[config.mk]
export PLATFORM = sky130hd
export DESIGN_NAME = screen_template_field_tokenizer
export DESIGN_NICKNAME = d
export VERILOG_FILES = /design/src/stft_pkg.sv /design/src/stft_front.sv /design/src/stft_fifo.sv /design/src/stft_back.sv /design/src/screen_template_field_tokenizer.sv
export SDC_FILE = /design/constraint.sdc
export NUM_CORES = 1
export LEC_CHECK = 0
export BUFFER_PORTS_ARGS = -buffer_cell sky130_fd_sc_hd__buf_2
export CELL_PAD_IN_SITES_DETAIL_PLACEMENT = 0
export CELL_PAD_IN_SITES_GLOBAL_PLACEMENT = 2
export CORE_ASPECT_RATIO = 0.7
export CORE_UTILIZATION = 44
export DETAILED_ROUTE_END_ITERATION = 7
export PLACE_DENSITY_LB_ADDON = 0.1
export SYNTH_ARGS = -nofsm -noshare
export SYNTH_HDL_FRONTEND = slang
export SYNTH_HIERARCHICAL = 1
export SYNTH_SLANG_ARGS = --single-unit
export TNS_END_PERCENT = 20
[constraint.sdc]
create_clock -name clk_i -period 8.6 [get_ports clk_i]
set_input_delay 1.29 -clock clk_i [delete_from_list [all_inputs] [get_ports clk_i]]
set_output_delay 1.29 -clock clk_i [all_outputs]
set_load 0.005 [all_outputs]
[src/stft_pkg.sv]
`timescale 1ns / 1ps

package stft_pkg;

  // Longest line kept; characters at this column and beyond are dropped.
  localparam int LINE_LEN = 256;

  // The column counter must be able to hold LINE_LEN itself.
  localparam int COL_W = $clog2(LINE_LEN + 1);

  // Working width for column arithmetic, never below the 9-bit length field.
  localparam int AW = (COL_W > 9) ? COL_W : 9;

  // Entries in the queue between the tokenizer and the classifier.
  localparam int QDEPTH = 2;
  localparam int QPTR_W = (QDEPTH > 1) ? $clog2(QDEPTH) : 1;
  localparam int QCNT_W = $clog2(QDEPTH + 1);

  localparam logic [7:0] CH_SPACE = 8'h20;
  localparam logic [7:0] CH_HASH  = 8'h23;
  localparam logic [7:0] CH_STAR  = 8'h2A;
  localparam logic [7:0] CH_NINE  = 8'h39;
  localparam logic [7:0] CH_ZERO  = 8'h30;
  localparam logic [7:0] CH_POINT = 8'h2E;
  localparam logic [7:0] CH_MINUS = 8'h2D;
  localparam logic [7:0] CH_PLUS  = 8'h2B;

  typedef enum logic [2:0] {
    KIND_ALNUM = 3'd0,
    KIND_ALPHA = 3'd1,
    KIND_INT   = 3'd2,
    KIND_DEC   = 3'd3,
    KIND_LABEL = 3'd4,
    KIND_BAD   = 3'd5
  } field_kind_e;

  // What the last character of a run says about the field.
  typedef enum logic [2:0] {
    LC_ALPHA,
    LC_ALNUM,
    LC_NUM,
    LC_POINT,
    LC_LABEL
  } last_class_e;

  // One closed run, as handed from the tokenizer to the classifier.
  typedef struct packed {
    logic [15:0]      field_number;
    logic [15:0]      line_index;
    logic [COL_W-1:0] start_col;
    logic [COL_W-1:0] end_col;
    logic [COL_W-1:0] point_col;
    last_class_e      last_class;
    logic             first_sign;
    logic             first_point;
    logic             other_seen;
    logic [1:0]       sign_cnt;
    logic [1:0]       point_cnt;
    logic             overflowed;
  } field_event_t;

endpackage

[src/stft_front.sv]
`timescale 1ns / 1ps

module stft_front (
  input  logic                  clk_i,
  input  logic                  rst_ni,
  input  logic                  accept_i,
  input  logic [7:0]            character_i,
  input  logic                  line_end_i,
  output logic                  push_o,
  output stft_pkg::field_event_t event_o
);

  logic [stft_pkg::COL_W-1:0] column_q, column_d;
  logic [15:0]                line_q, line_d;
  logic [15:0]                field_q, field_d;
  logic                       in_run_q, in_run_d;
  logic                       ovf_q, ovf_d;
  logic [stft_pkg::COL_W-1:0] start_q, start_d;
  logic [stft_pkg::COL_W-1:0] point_col_q, point_col_d;
  stft_pkg::last_class_e      last_q, last_d;
  logic                       first_sign_q, first_sign_d;
  logic                       first_point_q, first_point_d;
  logic                       other_q, other_d;
  logic [1:0]                 sign_cnt_q, sign_cnt_d;
  logic [1:0]                 point_cnt_q, point_cnt_d;

  logic                       at_limit;
  logic                       is_space;
  logic                       emit;
  logic [15:0]                field_inc;

  function automatic stft_pkg::last_class_e classify(input logic [7:0] ch);
    stft_pkg::last_class_e c;
    if (ch == stft_pkg::CH_HASH) begin
      c = stft_pkg::LC_ALPHA;
    end else if (ch == stft_pkg::CH_STAR) begin
      c = stft_pkg::LC_ALNUM;
    end else if (ch == stft_pkg::CH_POINT) begin
      c = stft_pkg::LC_POINT;
    end else if (ch == stft_pkg::CH_NINE || ch == stft_pkg::CH_PLUS ||
                 ch == stft_pkg::CH_MINUS) begin
      c = stft_pkg::LC_NUM;
    end else begin
      c = stft_pkg::LC_LABEL;
    end
    return c;
  endfunction

  always_comb begin
    at_limit = (column_q == stft_pkg::COL_W'(stft_pkg::LINE_LEN));
    is_space = (character_i == stft_pkg::CH_SPACE);

    start_d       = start_q;
    point_col_d   = point_col_q;
    last_d        = last_q;
    first_sign_d  = first_sign_q;
    first_point_d = first_point_q;
    other_d       = other_q;
    sign_cnt_d    = sign_cnt_q;
    point_cnt_d   = point_cnt_q;

    // A kept non-space character opens a run if needed and is absorbed.
    if (!at_limit && !is_space) begin
      if (!in_run_q) begin
        start_d       = column_q;
        first_sign_d  = (character_i == stft_pkg::CH_PLUS) ||
                        (character_i == stft_pkg::CH_MINUS);
        first_point_d = (character_i == stft_pkg::CH_POINT);
        other_d       = 1'b0;
        sign_cnt_d    = 2'd0;
        point_cnt_d   = 2'd0;
        point_col_d   = '0;
      end
      if (character_i >= stft_pkg::CH_ZERO && character_i <= stft_pkg::CH_NINE) begin
        other_d = other_d;
      end else if (character_i == stft_pkg::CH_PLUS ||
                   character_i == stft_pkg::CH_MINUS) begin
        if (sign_cnt_d != 2'd2) begin
          sign_cnt_d = sign_cnt_d + 2'd1;
        end
      end else if (character_i == stft_pkg::CH_POINT) begin
        if (point_cnt_d != 2'd2) begin
          point_cnt_d = point_cnt_d + 2'd1;
        end
        point_col_d = column_q;
      end else begin
        other_d = 1'b1;
      end
      last_d = classify(character_i);
    end

    // Which case closes a run, and where it ends.
    priority if (at_limit) begin
      emit = line_end_i && in_run_q;
      event_o.end_col = column_q - stft_pkg::COL_W'(1);
    end else if (is_space) begin
      emit = in_run_q;
      event_o.end_col = column_q - stft_pkg::COL_W'(1);
    end else begin
      emit = line_end_i;
      event_o.end_col = column_q;
    end

    field_inc = (field_q == 16'hFFFF) ? field_q : field_q + 16'd1;

    event_o.field_number = field_inc;
    event_o.line_index   = line_q;
    event_o.start_col    = start_d;
    event_o.point_col    = point_col_d;
    event_o.last_class   = last_d;
    event_o.first_sign   = first_sign_d;
    event_o.first_point  = first_point_d;
    event_o.other_seen   = other_d;
    event_o.sign_cnt     = sign_cnt_d;
    event_o.point_cnt    = point_cnt_d;
    event_o.overflowed   = ovf_q || at_limit;

    push_o  = accept_i && emit;
    field_d = emit ? field_inc : field_q;

    if (line_end_i) begin
      column_d = '0;
      in_run_d = 1'b0;
      ovf_d    = 1'b0;
      line_d   = line_q + 16'd1;
    end else begin
      column_d = at_limit ? column_q : column_q + stft_pkg::COL_W'(1);
      in_run_d = at_limit ? in_run_q : !is_space;
      ovf_d    = ovf_q || at_limit;
      line_d   = line_q;
    end
  end

  always_ff @(posedge clk_i or negedge rst_ni) begin
    if (!rst_ni) begin
      column_q      <= '0;
      line_q        <= '0;
      field_q       <= '0;
      in_run_q      <= 1'b0;
      ovf_q         <= 1'b0;
      start_q       <= '0;
      point_col_q   <= '0;
      last_q        <= stft_pkg::LC_LABEL;
      first_sign_q  <= 1'b0;
      first_point_q <= 1'b0;
      other_q       <= 1'b0;
      sign_cnt_q    <= 2'd0;
      point_cnt_q   <= 2'd0;
    end else if (accept_i) begin
      column_q      <= column_d;
      line_q        <= line_d;
      field_q       <= field_d;
      in_run_q      <= in_run_d;
      ovf_q         <= ovf_d;
      start_q       <= start_d;
      point_col_q   <= point_col_d;
      last_q        <= last_d;
      first_sign_q  <= first_sign_d;
      first_point_q <= first_point_d;
      other_q       <= other_d;
      sign_cnt_q    <= sign_cnt_d;
      point_cnt_q   <= point_cnt_d;
    end
  end

endmodule

[src/stft_fifo.sv]
`timescale 1ns / 1ps

module stft_fifo (
  input  logic                   clk_i,
  input  logic                   rst_ni,
  input  logic                   push_i,
  input  stft_pkg::field_event_t data_i,
  output logic                   full_o,
  input  logic                   pop_i,
  output logic                   valid_o,
  output stft_pkg::field_event_t data_o
);

  stft_pkg::field_event_t       mem_q [stft_pkg::QDEPTH];
  logic [stft_pkg::QPTR_W-1:0]  wr_ptr_q, wr_ptr_d;
  logic [stft_pkg::QPTR_W-1:0]  rd_ptr_q, rd_ptr_d;
  logic [stft_pkg::QCNT_W-1:0]  count_q, count_d;
  logic                         do_push;
  logic                         do_pop;

  function automatic logic [stft_pkg::QPTR_W-1:0] next_ptr(
    input logic [stft_pkg::QPTR_W-1:0] p
  );
    logic [stft_pkg::QPTR_W-1:0] n;
    if (p == stft_pkg::QPTR_W'(stft_pkg::QDEPTH - 1)) begin
      n = '0;
    end else begin
      n = p + stft_pkg::QPTR_W'(1);
    end
    return n;
  endfunction

  always_comb begin
    full_o   = (count_q == stft_pkg::QCNT_W'(stft_pkg::QDEPTH));
    valid_o  = (count_q != '0);
    data_o   = mem_q[rd_ptr_q];
    do_push  = push_i && !full_o;
    do_pop   = pop_i && valid_o;
    wr_ptr_d = do_push ? next_ptr(wr_ptr_q) : wr_ptr_q;
    rd_ptr_d = do_pop ? next_ptr(rd_ptr_q) : rd_ptr_q;
    count_d  = count_q;
    if (do_push && !do_pop) begin
      count_d = count_q + stft_pkg::QCNT_W'(1);
    end else if (do_pop && !do_push) begin
      count_d = count_q - stft_pkg::QCNT_W'(1);
    end
  end

  always_ff @(posedge clk_i or negedge rst_ni) begin
    if (!rst_ni) begin
      wr_ptr_q <= '0;
      rd_ptr_q <= '0;
      count_q  <= '0;
    end else begin
      wr_ptr_q <= wr_ptr_d;
      rd_ptr_q <= rd_ptr_d;
      count_q  <= count_d;
    end
  end

  always_ff @(posedge clk_i) begin
    if (do_push) begin
      mem_q[wr_ptr_q] <= data_i;
    end
  end

endmodule

[src/stft_back.sv]
`timescale 1ns / 1ps

module stft_back (
  input  logic                   clk_i,
  input  logic                   rst_ni,
  input  logic                   valid_i,
  input  stft_pkg::field_event_t event_i,
  output logic                   pop_o,
  output logic                   out_valid_o,
  input  logic                   out_stall_i,
  output logic [15:0]            field_number_o,
  output logic [15:0]            line_index_o,
  output logic [7:0]             start_column_o,
  output logic [7:0]             end_column_o,
  output logic [8:0]             field_length_o,
  output logic [2:0]             field_kind_o,
  output logic                   number_signed_o,
  output logic [7:0]             decimal_places_o,
  output logic                   overflowed_o
);

  logic                   valid_q, valid_d;
  logic [15:0]            field_number_q;
  logic [15:0]            line_index_q;
  logic [7:0]             start_q;
  logic [7:0]             end_q;
  logic [8:0]             length_q;
  stft_pkg::field_kind_e  kind_q, kind_d;
  logic                   signed_q, signed_d;
  logic [7:0]             dec_q;
  logic                   ovf_q;

  logic [stft_pkg::AW-1:0]    start_w;
  logic [stft_pkg::AW-1:0]    end_w;
  logic [stft_pkg::AW-1:0]    length_w;
  logic [stft_pkg::COL_W-1:0] dec_d;
  logic                       bad;

  always_comb begin
    start_w  = stft_pkg::AW'(event_i.start_col);
    end_w    = stft_pkg::AW'(event_i.end_col);
    length_w = end_w - start_w + stft_pkg::AW'(1);

    bad = event_i.other_seen || (event_i.sign_cnt == 2'd2) ||
          (event_i.sign_cnt == 2'd1 && !event_i.first_sign) ||
          (event_i.point_cnt == 2'd2) ||
          (event_i.point_cnt == 2'd1 &&
           (event_i.first_point || event_i.last_class == stft_pkg::LC_POINT));

    dec_d    = '0;
    signed_d = 1'b0;
    unique case (event_i.last_class)
      stft_pkg::LC_ALPHA: kind_d = stft_pkg::KIND_ALPHA;
      stft_pkg::LC_ALNUM: kind_d = stft_pkg::KIND_ALNUM;
      stft_pkg::LC_NUM, stft_pkg::LC_POINT: begin
        if (bad) begin
          kind_d = stft_pkg::KIND_BAD;
        end else begin
          signed_d = (event_i.sign_cnt == 2'd1);
          if (event_i.point_cnt == 2'd1) begin
            dec_d = event_i.end_col - event_i.point_col;
          end
          kind_d = (dec_d != '0) ? stft_pkg::KIND_DEC : stft_pkg::KIND_INT;
        end
      end
      default: kind_d = stft_pkg::KIND_LABEL;
    endcase

    pop_o   = valid_i && (!valid_q || !out_stall_i);
    valid_d = pop_o || (valid_q && out_stall_i);
  end

  always_ff @(posedge clk_i or negedge rst_ni) begin
    if (!rst_ni) begin
      valid_q <= 1'b0;
    end else begin
      valid_q <= valid_d;
    end
  end

  always_ff @(posedge clk_i) begin
    if (pop_o) begin
      field_number_q <= event_i.field_number;
      line_index_q   <= event_i.line_index;
      start_q        <= start_w[7:0];
      end_q          <= end_w[7:0];
      length_q       <= length_w[8:0];
      kind_q         <= kind_d;
      signed_q       <= signed_d;
      dec_q          <= 8'(stft_pkg::AW'(dec_d));
      ovf_q          <= event_i.overflowed;
    end
  end

  assign out_valid_o      = valid_q;
  assign field_number_o   = field_number_q;
  assign line_index_o     = line_index_q;
  assign start_column_o   = start_q;
  assign end_column_o     = end_q;
  assign field_length_o   = length_q;
  assign field_kind_o     = kind_q;
  assign number_signed_o  = signed_q;
  assign decimal_places_o = dec_q;
  assign overflowed_o     = ovf_q;

endmodule

[src/screen_template_field_tokenizer.sv]
// Screen-template field tokenizer. Template text enters one character per word with
// line_end_i high on the last character of each line; every run of non-space characters
// comes out as one field descriptor word (field number, line, start and end column,
// length, kind, sign, decimal places, overflow) when a space or the line end closes it.
// The kind follows the run's last character: '#' alphabetic, '*' alphanumeric,
// '9' '.' '+' '-' numeric (checked and reported as integer, decimal or malformed),
// anything else label. Characters at column LINE_LEN and beyond are dropped and flag
// the field still open on that line. The block takes one character every cycle unless
// in_stall_o is high: the tokenizer updates its run state per character, a two-word
// queue feeds the classifier, and an output register holds the finished descriptor, so
// in_stall_o rises only when that queue is full because out_stall_i has held results
// back. A closed field's descriptor passes through the queue, then the output register.
`timescale 1ns / 1ps

module screen_template_field_tokenizer (
  input  logic        clk_i,
  input  logic        rst_ni,
  input  logic        in_valid_i,
  output logic        in_stall_o,
  input  logic [7:0]  character_i,
  input  logic        line_end_i,
  output logic        out_valid_o,
  input  logic        out_stall_i,
  output logic [15:0] field_number_o,
  output logic [15:0] line_index_o,
  output logic [7:0]  start_column_o,
  output logic [7:0]  end_column_o,
  output logic [8:0]  field_length_o,
  output logic [2:0]  field_kind_o,
  output logic        number_signed_o,
  output logic [7:0]  decimal_places_o,
  output logic        overflowed_o
);

  // A character is taken whenever the queue has room, since it may close a field.
  logic                   accept;
  logic                   push;
  logic                   q_full;
  logic                   q_valid;
  logic                   pop;
  stft_pkg::field_event_t ev_in;
  stft_pkg::field_event_t ev_out;

  assign in_stall_o = q_full;
  assign accept     = in_valid_i && !q_full;

  // Front end: run tracking, column and line counting, field numbering.
  stft_front u_front (
    .clk_i       (clk_i),
    .rst_ni      (rst_ni),
    .accept_i    (accept),
    .character_i (character_i),
    .line_end_i  (line_end_i),
    .push_o      (push),
    .event_o     (ev_in)
  );

  // Short queue that lets the front end keep going while the output is stalled.
  stft_fifo u_fifo (
    .clk_i   (clk_i),
    .rst_ni  (rst_ni),
    .push_i  (push),
    .data_i  (ev_in),
    .full_o  (q_full),
    .pop_i   (pop),
    .valid_o (q_valid),
    .data_o  (ev_out)
  );

  // Back end: number layout check, kind, length, and the output register.
  stft_back u_back (
    .clk_i            (clk_i),
    .rst_ni           (rst_ni),
    .valid_i          (q_valid),
    .event_i          (ev_out),
    .pop_o            (pop),
    .out_valid_o      (out_valid_o),
    .out_stall_i      (out_stall_i),
    .field_number_o   (field_number_o),
    .line_index_o     (line_index_o),
    .start_column_o   (start_column_o),
    .end_column_o     (end_column_o),
    .field_length_o   (field_length_o),
    .field_kind_o     (field_kind_o),
    .number_signed_o  (number_signed_o),
    .decimal_places_o (decimal_places_o),
    .overflowed_o     (overflowed_o)
  );

endmodule
Word level (Yosys, flattened, before mapping)
Memories as Yosys holds them, arrays and structs flattened. Index checks and enable logic that the tools add are counted.

Add/subtract/negate cells: 13. Magnitude comparators: 2. Equality and inequality tests: 20. Multiplexer cells: 56. Bitwise operators: 1. Reduce and logical (&&, ||, !) cells: 41.

Operator list (number): $mux W9 (14); $eq A8 B6 Y1 const B (7); $add A16 B1 Y16 const B (2); $mux W2 (15); $mux W1 (19); $add A9 B1 Y9 const B (2); $mux W3 (6); $sub A9 B9 Y9 (2); $eq A16 B16 Y1 const B (1); $mux W16 (1); $logic_and A1 B1 Y1 (13); $logic_or A1 B1 Y1 (11); $eq A9 B9 Y1 const B (1); $pmux W3 S3 (1); $reduce_bool A9 Y1 (1); $sub A9 B1 Y9 const B (1); $ge A8 B6 Y1 const B (1); $le A8 B6 Y1 const B (1); $logic_not A1 Y1 (8); $add A2 B1 Y2 const B (3); $eq A2 B2 Y1 const B (3); $eq A3 B2 Y1 const B (2); $ne A2 B2 Y1 const B (3); $reduce_and A2 Y1 (3); other kinds (8) (12).

Register bits after elaboration: 146. Bits in writable memories: 140. Input port bits: 13. Output and inout port bits: 72. Memories kept: 1.

Memories: u_fifo.mem_q (words 2, width 70, rd ports 1, clocked after memory_dff 0, write ports 1, RTL line stft_fifo.sv:14) `stft_pkg::field_event_t mem_q [stft_pkg::QDEPTH];`.

Depth between registers and ports, before layout
Gate-level depths: netlist of the first run. An unclocked memory read counts as a cell.

Depth in word-level cells: 12. Depth in mapped cells: 15.

By module
Netlist of the first run, hierarchy kept.

Modules (own cells, without submodules): stft_fifo (instances 1, cells each 237, area an instance 5602.9 sq um, sequential area each 4304.1 sq um); stft_front (instances 1, cells each 418, area an instance 4121.5 sq um, sequential area each 1778.0 sq um); stft_back (instances 1, cells each 218, area an instance 3156.8 sq um, sequential area each 2127.0 sq um); screen_template_field_tokenizer (instances 1, cells each 1, area an instance 13.8 sq um, sequential area each 0.0 sq um).

Worst setup path before layout of the first run
No wires, ideal clock.

Path type: input -> register. Start point: input out_stall_i. End point: register u_fifo/count_q[1] in the netlist's numbering. Arrival time: 7.405 ns. Data required time: 8.521 ns. Path slack: 1.115 ns. Stages: 6. Buffers on the path: 0. Cells stage by stage: a21boi_0 -> nand2_2 -> ha_1 -> xor2_1 -> nor2_1 -> xor2_1.

Word-level cells in the longest chain between the ends: 7. Elaborated cells on any way between the ends: 9.

Ends and longest elaborated chain: start: declaration (RTL line screen_template_field_tokenizer.sv:23) `input logic out_stall_i,`; $logic_not A1 Y1 (*) (RTL line stft_back.sv:69) `pop_o = valid_i && (!valid_q || !out_stall_i);`; $logic_or A1 B1 Y1 (*) (RTL line stft_back.sv:69); $logic_and A1 B1 Y1 (*) (RTL line stft_back.sv:69); $logic_and A1 B1 Y1 (*) (RTL line stft_fifo.sv:38) `do_pop = pop_i && valid_o;`; $logic_not A1 Y1 (RTL line stft_fifo.sv:42) `if (do_push && !do_pop) begin`; $logic_and A1 B1 Y1 (RTL line stft_fifo.sv:42); $mux W2 / $reduce_bool A2 Y1 (equally long branches); end signal: assignment (RTL line stft_fifo.sv:57) `count_q <= count_d;`; end: declaration (RTL line stft_fifo.sv:17) `logic [stft_pkg::QCNT_W-1:0] count_q, count_d;`.

Every way passes the cells marked *; elsewhere a longest branch is shown, timed or not. A chain may end at the register's enable or synchronous reset.

Final worst setup path of the first run
Start point: input character_i[4]. End point: memory u_fifo/mem_q[0][41] in the netlist's numbering, enable pin.

Word-level cells in the longest chain between the ends: 7.

Ends and longest elaborated chain: start: declaration (RTL line screen_template_field_tokenizer.sv:20) `input logic [7:0] character_i,`; $eq A8 B6 Y1 (RTL line stft_front.sv:51) `is_space = (character_i == stft_pkg::CH_SPACE);`; $mux W1 (RTL line stft_front.sv:96) `end else if (is_space) begin`; $mux W1 (RTL line stft_front.sv:93) `priority if (at_limit) begin`; $logic_and A1 B1 Y1 (RTL line stft_front.sv:118) `push_o = accept_i && emit;`; net push (RTL line screen_template_field_tokenizer.sv:37) `logic push;`; $logic_and A1 B1 Y1 (RTL line stft_fifo.sv:37) `do_push = push_i && !full_o;`; $mux W1 (RTL line stft_fifo.sv:62) `if (do_push) begin`; $mux W1 (not written as such) (RTL line stft_fifo.sv:63) `mem_q[wr_ptr_q] <= data_i;`; end: declaration (RTL line stft_fifo.sv:14).

The timed path passes the listed nets, and every way through them passes these cells.

==> results.md, run 1 <==
- Run status: complete, but fails checks
- Failing checks: design-rule violations
- Post-cts gate resize count: 0
- Sequential Area: roughly 8200 µm²
- Port bufs: 84
- Pwr Density: about 330 nW/µm²
- Hold buffers post-CTS: 0
- Placer Congestion: a little over 0.8
- CP startpoint kind: primary input
- Max IR drop VDD: 0.272 mV
- Seq/Total Area, Yosys: between 60% and 70%
- Starting Density: between 40 and 50%
- CTS Buffer Depth: 3
- Setup Skew: 0.0102 ns
- Max-capacitance violation count: 0
- Via count: a little over 7000
- Core outline area: just under 30000 µm²
- Clock sinks: 286
- Syn Inst Count: 874
- Synth cell types: 64
- Mean Syn Cell Area: between 10 and 15 µm²
- IO Count: 85
- CP arrival: around 4.3 ns
- Synth Warn #: 6
- Fin. Hold Viols: 0
- Number of global-route vias before repair: between 7000 and 8000
- DRT antenna net count: 0
- Pin count of the biggest net entering global routing: 72
- Critical path class: in2reg
- Min Hold Slack: ~0.48 ns
- Ant diodes: 0
- Dominant synthesized flop cell: edfxtp_1
- Htree depth: 1
- Initial antenna violation count: 0
- Share of layout cells above drive strength 1: a little over a quarter
- Row cnt: 52
- # nets final: about 1000
- Max Clk Rate: about 240 MHz
- TritonCTS buffer count: 28
- Fillers: between 2000 and 2500
- Multi-input logic area: between 4000 and 5000 µm²
- Grt total ovfl: 0
- GRT Util Overall: between 15 and 20%
- Die ar.: around 30000 µm²
- DR vias/cell: between 5 and 6
- Final setup vio count: 0
- Req. time, crit path: between 8 and 9 ns
- Max-slew violation count: 0
- TritonCTS clock tree: built
- Die H: 145 µm
- RSZ-0062 raised after global routing: false
- Worst-Skew Late Latency: roughly 0.56 ns
- First-pass GRT wire length: 39700 µm
- Hold crit path type: reg2reg
- DR WL/cell: between 15 and 20 µm
- Root buffer cell: clkbuf_16
- Crit path time final: between 4 and 5 ns
- Total iterations of the first detailed-routing run: 7
- DRC Markers: 5
- #FFs+latches synth: between 200 and 300
- Post-detail-place hpwl: between 15000 and 20000 µm
- CP Capture Type: register
- Max_slew headroom: 23.6%
- Die width: approximately 210 µm
- Layout area overhead: 12.6%
- Tightest Pin Transition: around 1.1 ns
- CP Max Fanout: 70
- Period utilisation layout: between 40% and 50%
- Setup Buffers After CTS: 0
- Clock transition at the registers of the reported paths: roughly 0.060 ns
- Iter 0 DRT Violations: ~450
- LEAKAGE: 5.85 nW
- Setup TNS: 0 ns
- Drt total wl: roughly 25000 µm
- Cell area after synthesis: approximately 13000 µm²
- Async set or reset register ratio after synthesis: between 20% and 30%
- EDFF count, synth: 210
- Net Count, Synth: just over 900
-- power by group --
group | switching, mW | internal (mW) | total [mW]
Sequential | 0.168 | 1.90 | 2.06
Combinational | 0.776 | 0.673 | 1.45
Clock | 0.516 | 0.712 | 1.23
Total | 1.46 | 3.28 | 4.74
-- cell type report --
type	count	area share, %
clock inverter	17	1.31
multi-input combinational	511	29.3
clock buffer	35	5.15
timing repair buffer	93	3.38
inverter	39	1.01
sequential	286	56.6
tap	378	3.26
-- layer usage --
metal	vias to the layer above	routed length [µm]	track usage, %
met2	159	10700	25.2
met5	-	0	0
met3	36	1160	2.74
li1	3388	-	-
met4	0	462	3.75
met1	3555	12500	26.0
-- logic make-up after synthesis --
kind of cell	after synthesis	synth area share, %
mux	100	10.7
compound gates	105	6.00
buf+inv	77	3.45
flops	286	63.7
fa+ha+maj	33	3.32
xor+xnor	67	4.55
simple gates	206	8.28
-- through the flow --
step                      setup WS (ns)  instance area [µm²]  power (mW)  util, %  cells
after global placement             4.04                13600        3.50     47.1   1307
final                              4.48                14500        4.74     50.4   1359
after CTS                          4.50                14500        4.80     50.4   1359
after global routing               4.21                14500        5.01     50.4   1359
after floorplan                    1.12                12900        3.17        -    874
after detailed placement           3.91                13600        3.55     47.1   1307
-- final timing paths --
| path | slack, ns | endpoint | cells past startpoint | startpoint |
|---|---|---|---|---|
| hold / removal | 0.48 | u_front/last_q[0] | 2 | u_front/last_q[0] |
| setup reg to reg | 4.63 | u_fifo/mem_q[0][41] | 8 | u_front/column_q[0] |
| max in group asynchronous | 6.78 | u_fifo/rd_ptr_q | 2 | rst_ni |
| hold reg to reg | 0.48 | u_front/last_q[0] | 2 | u_front/last_q[0] |
| min in group asynchronous | 0.53 | u_front/line_q[15] | 1 | rst_ni |
| setup / recovery | 4.48 | u_fifo/mem_q[0][41] | 7 | character_i[4] |
-- Yosys cell counts, types with 13 or more instances --
library cell / number / share of area, %
clkbuf_1: 13 / 0.38
o21ai_0: 22 / 0.85
xnor2_1: 46 / 3.1
mux2_4: 69 / 8.0
nand2_1: 61 / 1.8
edfxtp_1: 210 / 49
dfrtp_1: 75 / 15
ha_1: 31 / 3.0
nand3_1: 21 / 0.82
a22o_1: 23 / 1.6
a21oi_1: 21 / 0.82
inv_1: 38 / 1.1
mux2_2: 31 / 2.7
xor2_1: 21 / 1.4
nor2_1: 44 / 1.3
-- flip-flops by register name (all words and copies together) (netlist names), 16 cells and up --
| signal | count |
|---|---|
| u_back/field_number_o | 16 |
| u_front/line_q | 16 |
| u_front/field_q | 16 |
| u_fifo/mem_q | 140 |
| u_back/line_index_o | 16 |
-- layout by cell type (no fill, tap or decap), types with 4 or more instances in the layout --
cell       count
ha_1          31
clkbuf_1       6
nand4_1        9
nand3_1       21
and3_1        11
inv_1         38
nor2b_1        6
buf_4         10
nor2_1        43
buf_2         83
dfrtp_1       74
a22o_1        23
a31oi_1        5
nor3b_1        8
o21ai_0       22
nand2b_1      10
mux2_4        69
mux2_2        31
and2_1         4
nor3_1         9
a21oi_1       21
edfxtp_1     210
nor4_1         4
a32o_1         4
clkbuf_16     29
xnor2_1       46
clkinv_2       8
nand2_1       61
and4_1         5
xor2_1        21
-- worst max-delay path: stages --
cell	delay, ns
buf_2	0.15
nor4b_4	0.41
a21oi_2	0.12
a2111oi_4	1.02
nand2_1	0.32
nor2_4	0.16
buf_4	0.76
Note: power is estimated with default switching activity, not from simulation.
==> inputs of run 2 (changes only) <==
==> constraint.sdc (replaced) <==
create_clock -name clk_i -period 3.8 [get_ports clk_i]
set_input_delay 0.57 -clock clk_i [delete_from_list [all_inputs] [get_ports clk_i]]
set_output_delay 0.57 -clock clk_i [all_outputs]
set_load 0.005 [all_outputs]
==> run 2 against run 1 <==
  * The run still ends with design-rule violations left
  * Clock skew barely moved
  * Total power up 130%
  * Die area stayed put
  * Non-clock buffer count increased by 16
  * Global-route usage increased by 0.51 points
  * Combinational power increased by 140%
  * First-iteration DRC count is 26% lower
  * Worst setup slack got worse by 3.8 ns
  * Utilization grew 0.46 points
  * Routed wire length is 3.6% higher
  * Largest power group unchanged
==> results.md, run 2 (synthesis gave the netlist of run 1 again) <==
- Run status: complete, but fails checks
- Failing checks: design-rule violations
- RSZ-0062 raised after global routing: false
- Hold crit path type: in2async
- FF-to-FF path depth: 10
- Share of layout cells above drive strength 1: between 20 and 30%
- CP Max Fanout: 20
- Largest register FFs: 140
- Clock transition at the registers of the reported paths: approximately 0.07 ns
- DRT antenna net count: 0
- Max-slew violation count: 0
- Max Clk Rate: ~320 MHz
- CTS Buffer Depth: 3
- R2r startpoint: u_fifo/rd_ptr_q
- CP arrival: roughly 3.4 ns
- Die H: 145 µm
- Placed Cells: roughly 1300
- IO Count: 85
- Starting Density: 44.7%
- Max-capacitance violation count: 0
- Period utilisation layout: between 80% and 90%
- Placer Congestion: between 0.8 and 0.9
- LEAKAGE: just under 6 nW
- R2R setup slack: 0.67 ns
- Worst-Skew Late Latency: 0.55 ns
- First-pass GRT wire length: ~41000 µm
- Req. time, crit path: 4.09 ns
- Drt total wl: between 20000 and 30000 µm
- Crit path time final: ~3.1 ns
- Grt total ovfl: 0
- PnR worst setup slack: 0.668 ns
- Max IR drop VDD: between 0.4 and 0.5 mV
- Final setup vio count: 0
- GRT Util Overall: between 15 and 20%
- Core outline area: 28800 µm²
- Min Hold Slack: around 0.14 ns
- Setup WS pre-CTS: a little over 0.7 ns
- Setup TNS: 0 ns
- Tot Pwr: around 11 mW
- Most common cell after layout, fill and taps aside: edfxtp_1
- TritonCTS buffer count: 28
- Iter 0 DRT Violations: between 300 and 400
- CP startpoint kind: register
- Clock sinks: around 290
- Die width: slightly above 200 µm
- Htree depth: 1
- Initial antenna violation count: 1
- CP Capture Type: register
- Post-detail-place hpwl: about 17000 µm
- Root buffer cell: clkbuf_16
- Multi-input logic area: ~4300 µm²
- Ant diodes: 0
- Fillers: roughly 2500
- DR vias/cell: ~5.3
- Setup Skew: 0.0100 ns
- DRC Markers: 4
- Tightest Pin Transition: 0.925 ns
- Fin. Hold Viols: 0
- TritonCTS clock tree: built
- Commonest cells after routing, fill and taps aside: edfxtp_1, buf_2, dfrtp_1, mux2_4, nand2_1
- Sequential Area: just over 8000 µm²
- Die ar.: ~30000 µm²
- DR WL/cell: ~19 µm
- Pwr Density: 744 nW/µm²
- Critical path class: reg2reg
- Port bufs: 84
- Row cnt: 52
- Layout area overhead: 13.7%
- Pin count of the biggest net entering global routing: 70
- Via count: approximately 7300
- Post-cts gate resize count: 0
- Most flop-heavy register: u_fifo/mem_q
- R2r endpoint: u_back/field_kind_o[0]
- # nets final: roughly 1000
- Number of global-route vias before repair: about 7300
- Setup Buffers After CTS: 0
- Max_slew headroom: 38.3%
- Total iterations of the first detailed-routing run: 8
- Finished Layout Cells: about 1400
- Hold buffers post-CTS: 0
run 2: changes by cell type in the layout (fill, tap and decap cells not counted), sizes merged:
| cell | change |
|---|---|
| buf | +16 |
| clkbuf | -2 |
| clkinv | -2 |
| clkinvlp | +2 |
| inv | +2 |
run 2: worst max-delay path, cell delays in order (launching register included):
cell     delay [ns]
dfrtp_4        0.61
buf_4          0.42
mux2_4         0.33
inv_1          0.05
ha_1           0.26
nor2_1         0.07
a21oi_1        0.34
xor2_1         0.18
nor4_1         0.31
and3_1         0.21
a31oi_1        0.08
run 2: power breakdown:
part	internal [mW]	switching (mW)	leakage [nW]
combinational	1.57	1.89	2.48
sequential	4.29	0.315	2.99
clock	1.63	1.21	0.449
run 2: how the worst max path moves through the flow:
stage	startpoint	endpoint	slack [ns]	depth (start not counted)
global route	u_fifo/rd_ptr_q	u_back/field_length_o[7]	0.46	13
CTS	u_fifo/rd_ptr_q	u_back/field_kind_o[0]	0.71	10
floorplan	u_front/column_q[0]	u_fifo/mem_q[0][0]	-0.47	9
finish	u_fifo/rd_ptr_q	u_back/field_kind_o[0]	0.67	10
global placement	u_fifo/rd_ptr_q	u_back/field_kind_o[0]	0.77	10
detailed placement	u_fifo/rd_ptr_q	u_back/field_kind_o[0]	0.72	10
run 2: routing by layer:
metal | GRT usage [%] | up-vias | wire, µm
met5 | 0 | - | 0
met2 | 25.1 | 140 | 11000
li1 | - | 3417 | -
met4 | 4.01 | 0 | 509
met3 | 3.10 | 40 | 1160
met1 | 27.3 | 3666 | 13100
run 2: final cells by class:
| class | instances | share of cell area, % |
|---|---|---|
| Tap cell | 378 | 3.23 |
| Inverter | 39 | 0.999 |
| Timing Repair Buffer | 109 | 4.17 |
| Clock inverter | 19 | 1.37 |
| Sequential cell | 286 | 56.0 |
| Clock buffer | 33 | 5.12 |
| Multi-Input combinational cell | 511 | 29.1 |
run 2: stage by stage:
step | instance area, µm² | util (%)
detailed placement | 13700 | 47.5
floorplan | 12900 | -
finish | 14700 | 50.8
CTS | 14700 | 50.8
global route | 14700 | 50.8
global placement | 13700 | 47.5
